$ cat config.mk
export PLATFORM = sky130hd
export DESIGN_NAME = signal_lamp_flash_driver_unit
export DESIGN_NICKNAME = d
export VERILOG_FILES = /design/src/rtl/slfd_pkg.sv /design/src/rtl/signal_lamp_flash_driver_unit.sv
export VERILOG_INCLUDE_DIRS = /design/src /design/src/rtl
export SDC_FILE = /design/constraint.sdc
export NUM_CORES = 1
export LEC_CHECK = 0
export BUFFER_PORTS_ARGS = -buffer_cell sky130_fd_sc_hd__buf_4
export CAP_MARGIN = 20
export CORE_MARGIN = 2
export CORE_UTILIZATION = 35
export CTS_CLUSTER_SIZE = 16
export DETAILED_ROUTE_END_ITERATION = 10
export PLACE_DENSITY = 0.64
export SYNTH_ARGS = -nofsm -noshare
export SYNTH_HDL_FRONTEND = slang
export SYNTH_SLANG_ARGS = --single-unit
$ cat constraint.sdc
create_clock -name clk -period 4 [get_ports clk]
set_clock_uncertainty 0.2 [all_clocks]
set_input_delay 0.4 -clock clk [delete_from_list [all_inputs] [get_ports clk]]
set_output_delay 0.4 -clock clk [all_outputs]
set_load 0.05 [all_outputs]
$ cat src/rtl/assert_macros.svh
// ----------------------------------------------------------------------------
// Assertion macros
// Shared concurrent assertion forms, clocked on clk and disabled in reset.
// ----------------------------------------------------------------------------
`ifndef ASSERT_MACROS_SVH
`define ASSERT_MACROS_SVH

// Same-cycle implication.
`define ASSERT_IMPL(label, ante, cons) \
	label: assert property (@(posedge clk) disable iff (!arst_n) (ante) |-> (cons)) \
		else $error("assertion failed");

// Next-cycle implication.
`define ASSERT_NEXT(label, ante, cons) \
	label: assert property (@(posedge clk) disable iff (!arst_n) (ante) |=> (cons)) \
		else $error("assertion failed");

`endif

$ cat src/rtl/slfd_pkg.sv
// ----------------------------------------------------------------------------
// slfd_pkg
// Types, codes and lamp decode shared by the signal lamp flash driver.
// ----------------------------------------------------------------------------
package slfd_pkg;

	localparam int NUM_HEADS = 8;
	localparam int HEAD_W = 3;
	localparam int ASPECT_W = 3;
	localparam int COUNT_W = 8;
	localparam int CFG_W = 8;
	localparam int CFG_ADDR_W = 2;
	localparam int LAMP_W = 24;
	localparam int PAIRS = (NUM_HEADS < 8) ? NUM_HEADS : 8;
	localparam int IN_DATA_W = 8;
	localparam int OUT_DATA_W = 32;

	localparam logic [COUNT_W-1:0] TPR_RESET = 8'd10;
	localparam logic [COUNT_W-1:0] RPHB_RESET = 8'd6;

	typedef enum logic {
		OP_TICK = 1'b0,
		OP_SET  = 1'b1
	} opcode_t;

	typedef enum logic [CFG_ADDR_W-1:0] {
		CFG_TICKS_PER_REFRESH    = 2'd0,
		CFG_REFRESHES_PER_HALF   = 2'd1
	} cfg_addr_t;

	typedef enum logic [ASPECT_W-1:0] {
		ASP_OFF       = 3'd0,
		ASP_GREEN     = 3'd1,
		ASP_YELLOW    = 3'd2,
		ASP_FL_YELLOW = 3'd3,
		ASP_RED       = 3'd4,
		ASP_FL_GREEN  = 3'd5,
		ASP_FL_RED    = 3'd6,
		ASP_LUNAR     = 3'd7
	} aspect_t;

	// Bit 0 is the red lamp, bit 1 the green lamp.
	function automatic logic [1:0] lamp_bits(input logic [ASPECT_W-1:0] code,
		input logic phase);
		logic [1:0] b;
		case (code)
			ASP_OFF:       b = 2'b00;
			ASP_GREEN:     b = 2'b10;
			ASP_YELLOW:    b = 2'b11;
			ASP_FL_YELLOW: b = phase ? 2'b11 : 2'b00;
			ASP_FL_GREEN:  b = phase ? 2'b10 : 2'b00;
			ASP_FL_RED:    b = phase ? 2'b01 : 2'b00;
			default:       b = 2'b01;
		endcase
		return b;
	endfunction

endpackage

$ cat src/rtl/signal_lamp_flash_driver_unit.sv
// ----------------------------------------------------------------------------
// signal_lamp_flash_driver_unit
// Lamp driver for eight three-wire searchlight signal heads.
// ----------------------------------------------------------------------------
// Each input word is either a timer tick or an aspect write for one head.
// Every ticks_per_refresh ticks the block emits one 24-bit lamp word, and
// every refreshes_per_half_blink refreshes the flash phase toggles before
// that word is built. A word is held in the input register and is then
// decoded into the output register, and a new word is taken every cycle
// while the output side keeps up.
`include "assert_macros.svh"

module signal_lamp_flash_driver_unit (
	input  logic                                clk,
	input  logic                                arst_n,
	input  logic                                cfg_we,
	input  logic [slfd_pkg::CFG_ADDR_W-1:0]     cfg_addr,
	input  logic [slfd_pkg::CFG_W-1:0]          cfg_data,
	input  logic                                s_axis_tvalid,
	output logic                                s_axis_tready,
	// head [2:0], aspect [5:3], zero fill [7:6]
	input  logic [slfd_pkg::IN_DATA_W-1:0]      s_axis_tdata,
	// opcode [0]
	input  logic                                s_axis_tuser,
	output logic                                m_axis_tvalid,
	input  logic                                m_axis_tready,
	// lamp_word [23:0], blink_on [24], zero fill [31:25]
	output logic [slfd_pkg::OUT_DATA_W-1:0]     m_axis_tdata
);

	logic [slfd_pkg::COUNT_W-1:0] tpr_q;
	logic [slfd_pkg::COUNT_W-1:0] rphb_q;
	logic [slfd_pkg::COUNT_W-1:0] tick_count_q;
	logic [slfd_pkg::COUNT_W-1:0] refresh_count_q;
	logic                         flash_phase_q;
	logic [slfd_pkg::ASPECT_W-1:0] aspects_q [slfd_pkg::NUM_HEADS];

	logic                          valid_s1;
	slfd_pkg::opcode_t             op_s1;
	logic [slfd_pkg::HEAD_W-1:0]   head_s1;
	logic [slfd_pkg::ASPECT_W-1:0] aspect_s1;

	logic                          out_valid_q;
	logic [slfd_pkg::LAMP_W-1:0]   out_lamp_q;
	logic                          out_blink_q;

	logic [slfd_pkg::COUNT_W:0]    tick_inc;
	logic [slfd_pkg::COUNT_W:0]    refresh_inc;
	logic                          is_tick;
	logic                          refresh_due;
	logic                          toggle_due;
	logic                          phase_next;
	logic                          out_free;
	logic                          advance_s1;
	logic                          out_load;
	logic [slfd_pkg::LAMP_W-1:0]   lamp_next;
	logic [1:0]                    pair_bits;

	assign is_tick     = (op_s1 == slfd_pkg::OP_TICK);
	assign tick_inc    = {1'b0, tick_count_q} + 9'd1;
	assign refresh_inc = {1'b0, refresh_count_q} + 9'd1;
	assign refresh_due = is_tick && (tick_inc >= {1'b0, tpr_q});
	assign toggle_due  = refresh_inc >= {1'b0, rphb_q};
	assign phase_next  = flash_phase_q ^ toggle_due;

	assign out_free      = !out_valid_q || m_axis_tready;
	assign advance_s1    = valid_s1 && (!refresh_due || out_free);
	assign out_load      = advance_s1 && refresh_due;
	assign s_axis_tready = !valid_s1 || advance_s1;

	always_comb begin
		lamp_next = '0;
		pair_bits = '0;
		for (int i = 0; i < slfd_pkg::PAIRS; i++) begin
			pair_bits = slfd_pkg::lamp_bits(
				aspects_q[(i + slfd_pkg::NUM_HEADS / 2) % slfd_pkg::NUM_HEADS],
				phase_next);
			lamp_next[3*i]     = pair_bits[0];
			lamp_next[3*i + 2] = pair_bits[1];
		end
	end

	always_ff @(posedge clk or negedge arst_n) begin
		if (!arst_n) begin
			tpr_q  <= slfd_pkg::TPR_RESET;
			rphb_q <= slfd_pkg::RPHB_RESET;
		end else if (cfg_we) begin
			case (cfg_addr)
				slfd_pkg::CFG_TICKS_PER_REFRESH:  tpr_q  <= cfg_data;
				slfd_pkg::CFG_REFRESHES_PER_HALF: rphb_q <= cfg_data;
				default: ;
			endcase
		end
	end

	always_ff @(posedge clk or negedge arst_n) begin
		if (!arst_n) begin
			valid_s1 <= 1'b0;
		end else if (s_axis_tready) begin
			valid_s1 <= s_axis_tvalid;
		end
	end

	always_ff @(posedge clk) begin
		if (s_axis_tready && s_axis_tvalid) begin
			op_s1     <= slfd_pkg::opcode_t'(s_axis_tuser);
			head_s1   <= s_axis_tdata[slfd_pkg::HEAD_W-1:0];
			aspect_s1 <= s_axis_tdata[slfd_pkg::HEAD_W +: slfd_pkg::ASPECT_W];
		end
	end

	always_ff @(posedge clk or negedge arst_n) begin
		if (!arst_n) begin
			tick_count_q    <= '0;
			refresh_count_q <= '0;
			flash_phase_q   <= 1'b0;
			for (int j = 0; j < slfd_pkg::NUM_HEADS; j++) begin
				aspects_q[j] <= slfd_pkg::ASP_RED;
			end
		end else if (advance_s1) begin
			if (!is_tick) begin
				aspects_q[head_s1] <= aspect_s1;
			end else if (!refresh_due) begin
				tick_count_q <= tick_inc[slfd_pkg::COUNT_W-1:0];
			end else begin
				tick_count_q  <= '0;
				flash_phase_q <= phase_next;
				refresh_count_q <= toggle_due ? '0 : refresh_inc[slfd_pkg::COUNT_W-1:0];
			end
		end
	end

	always_ff @(posedge clk or negedge arst_n) begin
		if (!arst_n) begin
			out_valid_q <= 1'b0;
		end else if (out_free) begin
			out_valid_q <= out_load;
		end
	end

	always_ff @(posedge clk) begin
		if (out_load) begin
			out_lamp_q  <= lamp_next;
			out_blink_q <= phase_next;
		end
	end

	assign m_axis_tvalid = out_valid_q;
	assign m_axis_tdata  = {7'd0, out_blink_q, out_lamp_q};

	`ASSERT_NEXT(a_load_shows, out_load, out_valid_q)
	`ASSERT_NEXT(a_blink_matches_phase, out_load, out_blink_q == flash_phase_q)
	`ASSERT_NEXT(a_refresh_count_holds, !out_load, $stable(refresh_count_q))
	`ASSERT_IMPL(a_mid_bits_zero, out_valid_q, (out_lamp_q & 24'h492492) == 24'd0)

endmodule

==> flow_summary.json, run 1 <==
{
  "status": "complete, no violations",
  "clkTransAtPathRegs_ps": 60,
  "drc": 0,
  "chipWidth_um": 114,
  "max-slew-margin-rel_pct": 40.6,
  "drtIter0Drc": 106,
  "n_antenna_cell": 0,
  "syn-cell-area_um2": 4250,
  "min_path_type": "primary input to register",
  "yosys-top-cells-area": "dfrtp_1 (28%), edfxtp_1 (17%), mux2_2 (9.0%)",
  "grt_max_degree": 60,
  "cp_data_arrival_time_ps": 3000,
  "layout_commonest_cell": "dfrtp_1",
  "slew_violations": 0,
  "synth_top_area_cell": "dfrtp_1",
  "cts_setup_buffers": 0,
  "cts_tree": "built",
  "final_util_pct": 41.2,
  "hold_violations": 0,
  "numCtsBuffers": 9,
  "post_drt_wl_per_cell_um": 13.4,
  "clk_root_buffer_cell": "clkbuf_16",
  "rsz0062_at_grt": "false",
  "peakVddDrop_mv": 0.241,
  "clk_latency_ps": 330,
  "fillerInstances": 1144,
  "crit_required_ps": 3400,
  "cts_buffer_depth": 2,
  "worstMarginPinSlew_ps": 886,
  "fp-row-count": 40,
  "place.gp.congestion": 0.778,
  "path_class": "register to output port",
  "yosys.area.top_type_share_pct": 27.7,
  "drv_cap": 0,
  "antenna_found_initial": 0,
  "cts.sinks": 83,
  "drive_gt1_share_pct": 31.5,
  "final_cell_mix": "dfrtp_1 (47), buf_4 (41), mux2_2 (34)",
  "synth_edf_count": 24,
  "htreeDepth": 3,
  "firstDrtPassIters": 4,
  "timing.final.crit_share_pct": 89.9,
  "end_kind": "output port",
  "fin_crit_ps": 3600,
  "dp_hpwl_um": 5350,
  "cp_slowest_stage_delay_ps": 410,
  "hold_slack_ps": 49.5,
  "syn_inst": 360,
  "cp_max_fo": 6,
  "finalSetupViolCount": 0,
  "avgSynthCellArea_um2": 11.8,
  "leakage_nw": 2.15,
  "timing.critical_path.mode_cell": "ha_1",
  "layout_setup_ws_ps": 403,
  "ys_seq_area_share_pct": 52.1,
  "path_buf_inv": 1,
  "fin_tns_setup_ps": 0,
  "initial_core_util_pct": 35.7,
  "grt_pass1_vias": 2689,
  "vias": 2730,
  "start_kind": "register",
  "synthDistinctLibCells": 47,
  "gr-usage-all-layers_pct": 12.2,
  "dieArea_um2": 13000,
  "drtAntennaViolNets": 0,
  "async_reset_ff_share_pct": 71.1,
  "wl_um": 7410,
  "fin_total_pwr_mw": 2.97,
  "crit_family": "simple AND/OR/NAND/NOR gates",
  "cp_slowest_cell": "dfrtp_1",
  "synthFlopType": "dfrtp_1",
  "dp_slack_ps": 544,
  "die_h_um": 114,
  "grt_pass1_wl_um": 12600,
  "routed_via_density": 4.94,
  "ios": 58,
  "core_um2": 11900,
  "fin_nets": 443,
  "io_buffers": 40,
  "fmax_ghz": 0.278,
  "area_growth_pct": 15.5,
  "yosysWarnings": 0,
  "worstPathCellList": "ha_1 > and3_4 > nand3_4 > xnor2_1 > ha_1 > nand3_1 > or3_1 > o22a_1 > nand2_1 > nand3b_1 > buf_4",
  "gr-total-overflow": 0,
  "power_density_nw_per_um2": 605,
  "ys_ff_latch": 83
}
[state kept, by name (all words and copies together) (netlist names), 3 cells and up]
register	count
aspect_s1	3
aspects_q	24
head_s1	3
out_lamp_q	16
refresh_count_q	8
rphb_q	8
tick_count_q	8
tpr_q	8
[stage by stage]
step / cells / cell area (um^2)
2_1_floorplan: 374 / 4300
3_3_place_gp: 536 / 4620
3_5_place_dp: 536 / 4620
4_1_cts: 553 / 4900
5_1_grt: 553 / 4900
6_report: 553 / 4900
[worst paths after layout]
check / startpoint / endpoint / slack, ps / cells after the start
setup / recovery: tick_count_q[0] / s_axis_tready / 400 / 11
hold / removal: s_axis_tdata[3] / aspect_s1[0] / 50 / 1
setup reg to reg: refresh_count_q[0] / out_lamp_q[0] / 530 / 9
hold reg to reg: rphb_q[3] / rphb_q[3] / 310 / 1
max in group asynchronous: arst_n / aspects_q[10] / 2620 / 2
min in group asynchronous: arst_n / aspects_q[7] / 470 / 2
[what timing repair did]
action,in CTS,in global routing
resized for setup,0,0
hold buffers,1,0
endpoints found under the hold margin,47,0
endpoints found under the setup margin,0,0
[power by group]
group / switching [mW] / internal, mW
logic: 0.472 / 0.430
registers: 0.198 / 1.11
clock network: 0.334 / 0.425
[layer usage]
metal | track usage, % | share of wire (%) | vias to the layer above
met1 | 16.0 | 48 | 1332
met4 | 4.07 | 1.3 | 0
li1 | - | - | 1347
met2 | 20.0 | 47 | 43
met5 | 0 | 0 | -
met3 | 2.70 | 3.2 | 8
[cell type report]
class | instances | area [um^2] | share of cell area, %
Sequential cell | 83 | 2210 | 45.1
Multi-Input combinational cell | 248 | 1850 | 37.6
Timing Repair Buffer | 42 | 318 | 6.48
Clock buffer | 9 | 225 | 4.59
Tap cell | 147 | 184 | 3.75
Inverter | 17 | 68.8 | 1.40
Clock inverter | 7 | 51.3 | 1.05
[Yosys cell counts (8+ instances only)]
cell type / n
a21oi_1: 17
a22o_1: 8
buf_4: 16
dfrtp_1: 47
dfstp_2: 12
edfxtp_1: 24
ha_1: 18
inv_1: 16
mux2_2: 34
nand2_1: 28
nand3_1: 18
nor2_1: 15
o21ai_0: 17
xnor2_1: 13
[cell families after synthesis]
family,count (synthesis),share of synthesized area [%]
flops,83,52.1
fa+ha+maj,18,5.30
xor+xnor,20,4.30
buf+inv,43,5.69
other cells,1,0.0883
simple gates,89,10.8
mux,35,9.37
compound gates,71,12.4
(Power assumes the default switching activity.)
==> run 2: changes to the inputs <==
--- a/config.mk
+++ b/config.mk
@@ -9,10 +9,10 @@
 export BUFFER_PORTS_ARGS = -buffer_cell sky130_fd_sc_hd__buf_4
 export CAP_MARGIN = 20
 export CORE_MARGIN = 2
-export CORE_UTILIZATION = 35
+export CORE_UTILIZATION = 30
 export CTS_CLUSTER_SIZE = 16
 export DETAILED_ROUTE_END_ITERATION = 10
-export PLACE_DENSITY = 0.64
+export PLACE_DENSITY = 0.58
 export SYNTH_ARGS = -nofsm -noshare
 export SYNTH_HDL_FRONTEND = slang
 export SYNTH_SLANG_ARGS = --single-unit
==> run 2 against run 1 <==
Net effect:
- sequential share of layout area decreased by 0.70 points
- register-to-register slack worse by 40 ps
- via count down 1.7%
- wire length is 4.7% higher
- global-route usage decreased by 0.96 points
- utilization down 5.1 points
- worst hold slack worse by 16 ps
==> flow_summary.json, run 2 (synthesis gave the netlist of run 1 again) <==
{
  "status": "complete, no violations",
  "power_density_nw_per_um2": 616,
  "clk_latency_ps": 340,
  "timing.final.crit_share_pct": 88.9,
  "largest-register": "aspects_q",
  "timing.critical_path.from": "tick_count_q[0]",
  "ios": 58,
  "r2r_setup_slack_ps": 490,
  "drive_gt1_share_pct": 31.8,
  "dp_hpwl_um": 5490,
  "cts_tree": "built",
  "cts_buffer_depth": 2,
  "layout_commonest_cell": "dfrtp_1",
  "firstDrtPassIters": 4,
  "crit_family": "simple AND/OR/NAND/NOR gates",
  "grt_pass1_wl_um": 13000,
  "antenna_found_initial": 0,
  "end_kind": "output port",
  "leakage_nw": 2.16,
  "die_h_um": 123,
  "numCtsBuffers": 9,
  "peakVddDrop_mv": 0.217,
  "drv_cap": 0,
  "worstMarginPinSlew_ps": 886,
  "fin_tns_setup_ps": 0,
  "min_path_type": "primary input to register",
  "drtAntennaViolNets": 0,
  "rsz0062_at_grt": "false",
  "top_regs": "aspects_q (24), out_lamp_q (16)",
  "drtIter0Drc": 170,
  "fp-row-count": 43,
  "gr-total-overflow": 0,
  "largest_register_ff_count": 24,
  "cp_max_fo": 6,
  "n_antenna_cell": 0,
  "crit_path_end": "s_axis_tready",
  "clk_root_buffer_cell": "clkbuf_16",
  "initial_core_util_pct": 30.7,
  "worst-r2r-cell-count": 9,
  "dr_wl_met3_um": 330,
  "io_buffers": 40,
  "slew_violations": 0,
  "path_buf_inv": 1,
  "final_cell_mix": "dfrtp_1 (47), buf_4 (41), mux2_2 (34)",
  "fin_total_pwr_mw": 3.07,
  "wl_um": 7760,
  "routed_via_density": 4.58,
  "area_growth_pct": 17.3,
  "dieArea_um2": 15100,
  "core_um2": 13800,
  "cp.depth": 11,
  "crit_required_ps": 3400,
  "timing.critical_path.mode_cell": "ha_1",
  "htreeDepth": 3,
  "r2r-end": "out_lamp_q[0]",
  "final_cells": 586,
  "chipWidth_um": 123,
  "vias": 2683,
  "grt_max_degree": 60,
  "worstReg2RegStart": "refresh_count_q[0]",
  "gr-usage-all-layers_pct": 11.2,
  "cts.sinks": 83,
  "post_drt_wl_per_cell_um": 13.2,
  "path_class": "register to output port",
  "ctsResizeCount": 0,
  "highest_layer": "met4",
  "grt_pass1_vias": 2715,
  "wl_met2_um": 3680,
  "clkTransAtPathRegs_ps": 60,
  "fin_crit_ps": 3550,
  "start_kind": "register",
  "fmax_ghz": 0.281,
  "worstPathCellList": "ha_1 > and3_4 > nand3_4 > xnor2_1 > ha_1 > nand3_1 > or3_1 > o22a_1 > nand2_1 > nand3b_1 > buf_4",
  "fin_nets": 443,
  "finalSetupViolCount": 0,
  "drc": 0,
  "cp_data_arrival_time_ps": 2950,
  "dpl.cell_count": 569,
  "max-slew-margin-rel_pct": 40.7,
  "place.gp.congestion": 0.766,
  "drt-met1-wl_um": 3620,
  "cp_slowest_cell": "dfrtp_1",
  "cp_slowest_stage_delay_ps": 410,
  "hold_violations": 0,
  "fillerInstances": 1343
}
run 2: worst reg2reg max path: stages, from the launching register on:
cell and delay, ps:
dfrtp_1 440, ha_1 280, and3_2 260, xor2_1 220, ha_1 280, a211o_1 260, a211o_1 290, a32oi_4 280
xnor2_2 310, a221o_1 430
run 2: final cells by class:
| class | instances | area [um^2] | share of cell area [%] |
|---|---|---|---|
| sequential | 83 | 2210 | 44.4 |
| multi-input combinational | 248 | 1850 | 37.0 |
| timing repair buffer | 42 | 318 | 6.38 |
| clock buffer | 11 | 253 | 5.07 |
| tap | 180 | 225 | 4.52 |
| inverter | 17 | 68.8 | 1.38 |
| clock inverter | 5 | 60.1 | 1.21 |
run 2: routing by layer:
layer | up-vias | track usage (%)
met4 | 0 | 4.83
met1 | 1291 | 13.8
met5 | - | 0
met2 | 43 | 18.1
met3 | 7 | 3.64
li1 | 1342 | -
run 2: per-stage QoR:
stage	utilization, %	setup slack [ps]	instance area (um^2)	hold WS, ps
after floorplan	-	605	4300	-95.6
after global placement	33.7	507	4660	290
after detailed placement	33.7	487	4660	295
after CTS	36.0	413	4980	20.6
after global routing	36.0	187	4980	20.7
final	36.0	446	4980	33.6
run 2: worst min path at each step:
stage | from | to | cells after the start
2_1_floorplan | arst_n | aspects_q[0] | 0
3_3_place_gp | rphb_q[6] | rphb_q[6] | 1
3_5_place_dp | rphb_q[3] | rphb_q[3] | 1
4_1_cts | s_axis_tdata[4] | aspect_s1[1] | 1
5_1_grt | s_axis_tdata[4] | aspect_s1[1] | 1
6_report | s_axis_tdata[4] | aspect_s1[1] | 1
run 2: timing repair:
item,in CTS,in global routing
setup buffers,0,0
hold endpoints to repair,47,0
hold buffers,1,0
run 2: report_power, final:
group / internal [mW] / switching (mW) / total (mW)
combinational: 0.429 / 0.473 / 0.902
sequential: 1.11 / 0.192 / 1.30
clock: 0.520 / 0.342 / 0.861
total: 2.06 / 1.01 / 3.07
